**config.mk**
```make
export PLATFORM = sky130hd
export DESIGN_NAME = i2c_slave_virtual_memory_core
export DESIGN_NICKNAME = d
export VERILOG_FILES = /design/src/rtl/i2cvm_pkg.sv /design/src/rtl/i2c_slave_virtual_memory_core.sv
export SDC_FILE = /design/constraint.sdc
export NUM_CORES = 2
export LEC_CHECK = 0
export BUFFER_PORTS_ARGS = -buffer_cell sky130_fd_sc_hd__buf_2
export CORE_ASPECT_RATIO = 1.2
export CORE_MARGIN = 10
export CORE_UTILIZATION = 39
export DETAILED_ROUTE_END_ITERATION = 8
export SYNTH_ARGS = -nofsm -noshare
export SYNTH_HDL_FRONTEND = slang
export SYNTH_SLANG_ARGS = --single-unit
```
**constraint.sdc**
```tcl
create_clock -name clk -period 17.3 [get_ports clk]
set_clock_uncertainty 0.1 [all_clocks]
set_input_delay 0 -clock clk [delete_from_list [all_inputs] [get_ports clk]]
set_output_delay 0 -clock clk [all_outputs]
set_load 0.02 [all_outputs]
```
**src/rtl/i2cvm_pkg.sv**
```systemverilog
// ----------------------------------------------------------------------------
// i2cvm_pkg: shared definitions for the I2C slave virtual memory
// Default sizes, bus event codes and the out-of-range read byte.
// ----------------------------------------------------------------------------
package i2cvm_pkg;

  localparam int MEM_DEPTH_DEF  = 256;
  localparam int ADDR_BYTES_DEF = 3;

  localparam int ACTION_W = 2;
  localparam int BYTE_W   = 8;
  localparam int ADDR_W   = 32;
  localparam int LEFT_W   = 3;
  localparam int CFG_AW   = 3;
  localparam int CFG_DW   = 32;

  typedef enum logic [ACTION_W-1:0] {
    ACT_RX   = 2'd0,
    ACT_RD   = 2'd1,
    ACT_STOP = 2'd2
  } action_t;

  localparam logic [BYTE_W-1:0] OOR_BYTE = 8'hFF;

  localparam logic [CFG_AW-1:0] REG_BASE_ADDRESS = 3'd0;

endpackage

```
**src/rtl/i2c_slave_virtual_memory_core.sv**
```systemverilog
// Throughput: one request per cycle while in_stall is low; only read
// requests give a result. A read's byte goes from the memory read port
// into rd_data_r, then into out_tx_byte_r; out_stall can hold it on the way.
// Reset: synchronous, active low; then a clearing pass writes zero to each
// of the MEM_DEPTH entries; in_stall stays high (configuration still taken).
// ----------------------------------------------------------------------------
// i2c_slave_virtual_memory_core: EEPROM-style byte memory behind an I2C slave
// Builds the target address from the first bytes after a stop, then writes
// received bytes and answers read requests at an incrementing address.
// ----------------------------------------------------------------------------
module i2c_slave_virtual_memory_core #(
  parameter int MEM_DEPTH  = i2cvm_pkg::MEM_DEPTH_DEF,
  parameter int ADDR_BYTES = i2cvm_pkg::ADDR_BYTES_DEF
) (
  input  logic                             clk,
  input  logic                             rst_n,
  input  logic                             in_valid,
  output logic                             in_stall,
  input  logic [i2cvm_pkg::ACTION_W-1:0]   in_action,
  input  logic [i2cvm_pkg::BYTE_W-1:0]     in_rx_byte,
  output logic                             out_valid,
  input  logic                             out_stall,
  output logic [i2cvm_pkg::BYTE_W-1:0]     out_tx_byte,
  input  logic                             cfg_psel,
  input  logic                             cfg_penable,
  input  logic                             cfg_pwrite,
  input  logic [i2cvm_pkg::CFG_AW-1:0]     cfg_paddr,
  input  logic [i2cvm_pkg::CFG_DW-1:0]     cfg_pwdata,
  output logic [i2cvm_pkg::CFG_DW-1:0]     cfg_prdata,
  output logic                             cfg_pready
);

  localparam int AW = (MEM_DEPTH > 1) ? $clog2(MEM_DEPTH) : 1;
  localparam int AWD = i2cvm_pkg::ADDR_W;
  localparam int LW = i2cvm_pkg::LEFT_W;
  localparam int BW = i2cvm_pkg::BYTE_W;
  localparam logic [AWD-1:0] DEPTH_W = AWD'(MEM_DEPTH);
  localparam logic [AW-1:0] LAST_IDX = AW'(MEM_DEPTH - 1);
  localparam logic [LW-1:0] ADDR_BYTES_W = LW'(ADDR_BYTES);

  typedef enum logic [1:0] {
    PH_IDLE = 2'd0,
    PH_ADDR = 2'd1,
    PH_DATA = 2'd2
  } phase_t;

  phase_t           phase_r, phase_nxt;
  logic [LW-1:0]    left_r, left_nxt;
  logic [AWD-1:0]   addr_r, addr_nxt;
  logic [AWD-1:0]   base_r;
  logic             clearing_r;
  logic [AW-1:0]    clr_cnt_r;
  logic [BW-1:0]    mem [MEM_DEPTH];
  logic [BW-1:0]    rd_data_r;
  logic             s1_valid_r, s1_in_range_r;
  logic             out_valid_r;
  logic [BW-1:0]    out_tx_byte_r;

  logic             in_acc, s1_move, cfg_wr;
  logic [AWD-1:0]   offset;
  logic             in_range;
  logic             wr_en, rd_req;
  logic [LW-1:0]    left_cur, left_dec;
  logic [AWD-1:0]   addr_cur, rx_shifted;
  logic             mem_we;
  logic [AW-1:0]    mem_waddr;
  logic [BW-1:0]    mem_wdata;

  assign cfg_pready = 1'b1;
  assign cfg_wr     = cfg_psel & cfg_penable & cfg_pwrite & cfg_pready;
  assign cfg_prdata = (cfg_paddr == i2cvm_pkg::REG_BASE_ADDRESS) ? base_r : '0;

  assign s1_move  = s1_valid_r & (~out_valid_r | ~out_stall);
  assign in_stall = clearing_r | (s1_valid_r & out_valid_r & out_stall);
  assign in_acc   = in_valid & ~in_stall;

  assign offset   = addr_r - base_r;
  assign in_range = offset < DEPTH_W;

  assign left_cur   = (phase_r == PH_ADDR) ? left_r : ADDR_BYTES_W;
  assign addr_cur   = (phase_r == PH_ADDR) ? addr_r : '0;
  assign left_dec   = (left_cur != '0) ? left_cur - LW'(1) : left_cur;
  assign rx_shifted = AWD'(in_rx_byte) << {left_dec[1:0], 3'b000};

  always_comb begin
    phase_nxt = phase_r;
    left_nxt  = left_r;
    addr_nxt  = addr_r;
    wr_en     = 1'b0;
    rd_req    = 1'b0;
    if (in_acc) begin
      case (in_action)
        i2cvm_pkg::ACT_RX: begin
          if (phase_r == PH_DATA) begin
            wr_en    = in_range;
            addr_nxt = addr_r + AWD'(1);
          end else begin
            addr_nxt  = addr_cur + rx_shifted;
            left_nxt  = left_dec;
            phase_nxt = (left_dec == '0) ? PH_DATA : PH_ADDR;
          end
        end
        i2cvm_pkg::ACT_RD: begin
          rd_req    = 1'b1;
          phase_nxt = PH_DATA;
          addr_nxt  = addr_r + AWD'(1);
        end
        i2cvm_pkg::ACT_STOP: begin
          phase_nxt = PH_IDLE;
        end
        default: ;
      endcase
    end
  end

  assign mem_we    = clearing_r | wr_en;
  assign mem_waddr = clearing_r ? clr_cnt_r : offset[AW-1:0];
  assign mem_wdata = clearing_r ? '0 : in_rx_byte;

  always_ff @(posedge clk) begin
    if (mem_we) begin
      mem[mem_waddr] <= mem_wdata;
    end
    if (rd_req) begin
      rd_data_r     <= mem[offset[AW-1:0]];
      s1_in_range_r <= in_range;
    end
    if (s1_move) begin
      out_tx_byte_r <= s1_in_range_r ? rd_data_r : i2cvm_pkg::OOR_BYTE;
    end
  end

  always_ff @(posedge clk) begin
    if (!rst_n) begin
      phase_r     <= PH_IDLE;
      left_r      <= '0;
      addr_r      <= '0;
      base_r      <= '0;
      clearing_r  <= 1'b1;
      clr_cnt_r   <= '0;
      s1_valid_r  <= 1'b0;
      out_valid_r <= 1'b0;
    end else begin
      phase_r <= phase_nxt;
      left_r  <= left_nxt;
      addr_r  <= addr_nxt;
      if (cfg_wr && cfg_paddr == i2cvm_pkg::REG_BASE_ADDRESS) begin
        base_r <= cfg_pwdata;
      end
      if (clearing_r) begin
        clr_cnt_r <= clr_cnt_r + AW'(1);
        if (clr_cnt_r == LAST_IDX) begin
          clearing_r <= 1'b0;
        end
      end
      if (rd_req) begin
        s1_valid_r <= 1'b1;
      end else if (s1_move) begin
        s1_valid_r <= 1'b0;
      end
      if (s1_move) begin
        out_valid_r <= 1'b1;
      end else if (!out_stall) begin
        out_valid_r <= 1'b0;
      end
    end
  end

  assign out_valid   = out_valid_r;
  assign out_tx_byte = out_tx_byte_r;

`ifndef SYNTHESIS
  a_clear_blocks_input: assert property (@(posedge clk) disable iff (!rst_n)
    clearing_r |-> in_stall)
    else $error("request accepted during clearing pass");

  a_pending_read_blocks: assert property (@(posedge clk) disable iff (!rst_n)
    (s1_valid_r && out_valid_r && out_stall) |-> in_stall)
    else $error("request accepted with read stage blocked");

  a_addr_phase_count: assert property (@(posedge clk) disable iff (!rst_n)
    (phase_r == PH_ADDR) |-> (left_r != '0 && left_r < ADDR_BYTES_W))
    else $error("address byte count out of range");

  a_read_reaches_output: assert property (@(posedge clk) disable iff (!rst_n)
    (rd_req && !out_valid_r) |=> s1_valid_r ##1 out_valid_r)
    else $error("read request lost on the way to the output");
`endif

endmodule
```
==> impl_results.md <==
* CP Max Fanout at between 100 and 150
* Post-synth top cells: 2,065 x edfxtp_1, 648 x mux4_2, 427 x a21oi_1, 216 x nand2_1, 172 x clkbuf_1
* Cell variety after synth at 85
* Clock power frac at a little over two fifths
* Worst slew pin tran at 1.56 ns
* Grt met3 use at 3.14%
* Max rail drop VDD at 0.0913 mV
* Arr. time, crit path at 7.37 ns
* Area grow syn2layout at 14.0%
* Width of the die at between 400 and 500 um
* CTS tree: built
* Failing checks: slew limit
* Initial antenna violation count at 5
* Sum Neg Setup Slack at 0 ns
* Wirelength per Cell at about 28 um
* Post-DRT Antenna Nets at 0
* Critical Path RT at 17.79 ns
* Largest net degree at the start of global routing at roughly 250
* PostCTS Resize Cnt at 0
* Top Usage Layer GRT: met2
* Root buf cell: clkbuf_16
* DIE AREA at roughly 250,000 um2
* Hold endpoint: addr_r[27]
* WS Path Type: reg2reg
* R2r setup slk at 10.42 ns
* GRT Total Usage at 18.4%
* Synth Area per Inst at between 15 and 20 um2
* Comb pwr share at roughly 2.6%
* Bufs and invs on worst path at 4
* Fin crit share at 39.8%
* PortBufs at 93
* Hold_sp: rst_n
* RSZ-0062 raised after global routing: no
* RR Startpoint: addr_r[0]
* Initial DRC Count at approximately 4.7k
* Int Power at between 8 and 9 mW
* Switching part of the total power at between 20% and 30%
* Power density over the cells at 101 nW/um2
* Cell count after synthesis at about 4.7k
* Max Cap Viol at 0
* Hold Crit Depth at 4
* Number of flops mapped to enable cells by yosys at 2,065
* Synth Flop Type: edfxtp_1
* Critical Path Most Common Cell: mux4_2
* Slew Limit Fails at 68
* Initial core utilization at approximately two fifths
* Area leader, netlist: edfxtp_1
* Worst hold margin at approximately 0.12 ns
* CTS Buffer Depth at 4
* Post-CTS Hold Fix Bufs at around 150
* Startpoint types: flip-flop
* Gpl congestion at about 0.86
* Nets at roughly 5.2k
* Outcome: finished with violations
* Share of layout cells above drive strength 1 at about a quarter
* Via density at about 5.8
* Mapped Area at 89,300 um2
* Overflow after GRT at 0
* Final setup vio count at 0
* CP endpoint kind: flip-flop
* Final hold violation count at 0
* Max frequency at 0.145 GHz
* Path depth of the worst reg2reg path at 12
* Ports at 95
* Slowest CP cell: fa_4
* H-Tree Depth at 4
* Share of the synthesized area in the top cell type at a little over two thirds
* Row cnt at 192
* First-pass GRT wire length at 343,000 um
* Residual DRC count at 0
* HP Class: in2reg
* Core Area at approximately 230,000 um2
* Synthesis-stage register bit count at about 2.1k
* Leakage Power at ~34 nW
* Stage delay of the slowest cell on the critical path at ~1.3 ns
* Total wire length at around 230,000 um
* Crit path cell chain: inv_1 -> ha_4 -> fa_4 -> buf_12 -> buf_4 -> buf_4 -> mux4_2 -> mux4_2 -> and2_1 -> a211oi_1 -> a21oi_1 -> mux4_2
* Mapped Nets at between 4k and 5k
* RR Endpoint: rd_data_r[7]
* Clk sinks at between 2k and 2.5k
* CTS clk-pin slew, worst paths at 0.07 ns
* Most common cell in the netlist: edfxtp_1
* Tmin final at around 7 ns
* Clk_lat worst skew at around 0.86 ns
* Die Height at approximately 540 um
* Met2 Use GR at between 30% and 40%
* Yosys warning total at 0
* Psw at 2.11 mW
* Met1 usage at approximately a quarter
* Hpwl dp at roughly 140,000 um
* Number of global-route vias before repair at a little under 50k
* CTS buffer count at 210
* Seq pwr share at a little over half
* Synth top area cells: edfxtp_1 69%, mux4_2 16%, a21oi_1 2.4%
* Via count at 47.3k
* Register area share after synthesis at between 70% and 80%
* Post-CTS Setup Bufs at 0
* Async SR Flop Fraction at 0%
* CP delay by family, top: buffers and inverters
* Drt pass-1 iters at 8
* Slew HR at -3.70%
[power groups by stage]
stage | Combinational, mW | Sequential, mW | Clock, mW
detailed placement | 0.247 | 5.73 | 0
finish | 0.265 | 5.61 | 4.39
global placement | 0.247 | 5.73 | 0
global route | 0.277 | 5.61 | 4.67
CTS | 0.263 | 5.61 | 4.48
floorplan | 0.150 | 5.72 | 0
[through the flow]
step                cell area [um2]  utilization [%]  worst slack (ns)  total power [mW]  std cells
CTS                          102000             44.6             10.32              10.4       8213
detailed placement            93900             41.2             10.36              5.97       7696
finish                       102000             44.6             10.42              10.3       8217
floorplan                     89300                -              8.58              5.88       4707
global placement              93900             41.2             10.40              5.97       7696
global route                 102000             44.6             10.17              10.6       8214
[cell families after synthesis]
family | Yosys count | synth area share, %
buffers and inverters | 356 | 1.79
muxes | 693 | 16.8
other | 1 | 0.00420
xor gates and xnor gates | 34 | 0.333
and+or+nand+nor | 665 | 3.89
AOI/OAI and AO/OA | 741 | 4.89
DFF | 2145 | 71.2
adders and majority gates | 72 | 1.03
[placed cells by master (no fill, tap or decap), drive strengths merged, types with 24 or more instances in the layout]
master / instances
mux2i: 42
o21ai: 85
a21oi: 431
inv: 75
nand3: 46
mux4: 648
nand2b: 24
dlygate4sd3: 145
a21o: 35
ha: 70
clkinv: 101
edfxtp: 2065
nand4: 26
a31oi: 24
buf: 268
clkbuf: 244
a211oi: 48
nor2: 98
and2: 119
nor2b: 35
nand2: 216
dfxtp: 80
[worst register-to-register path, delay by kind of cell, from the launching register on]
family          cells  cell delay, ns
compound gates      2            0.37
simple gates        1            0.23
fa+ha+maj           2            1.46
mux                 3            1.44
buf+inv             4            2.62
flops               1            0.41
[final cells by class]
cell class,instances,area (um2)
antenna,4,10.0
clock buffer,244,5440
clock inverter,128,1020
fill,19200,126000
inverter,70,263
multi-input combinational,2206,24300
sequential,2145,63600
tap,3007,3760
timing repair buffer,413,3330
[per-layer routing]
layer	vias to the layer above	wire, um
met4	0	8310
met3	397	15600
li1	20100	-
met2	1855	119000
met5	-	0
met1	25000	91100
[flip-flops by register name, indices dropped and copies added (netlist names)]
register / cells
addr_r: 32
base_r: 32
clearing_r: 1
clr_cnt_r: 8
left_r: 3
mem: 2048
out_tx_byte: 8
out_valid: 1
phase_r: 2
rd_data_r: 8
s1_in_range_r: 1
s1_valid_r: 1
[worst max path at each step]
| stage | start | endpoint | depth (start not counted) |
|---|---|---|---|
| CTS | addr_r[0] | rd_data_r[7] | 12 |
| detailed placement | addr_r[0] | rd_data_r[7] | 12 |
| global route | addr_r[0] | rd_data_r[7] | 12 |
| finish | addr_r[0] | rd_data_r[7] | 12 |
| floorplan | clearing_r | mem[0][0] | 4 |
| global placement | addr_r[0] | rd_data_r[7] | 12 |
(Power assumes the default switching activity.)
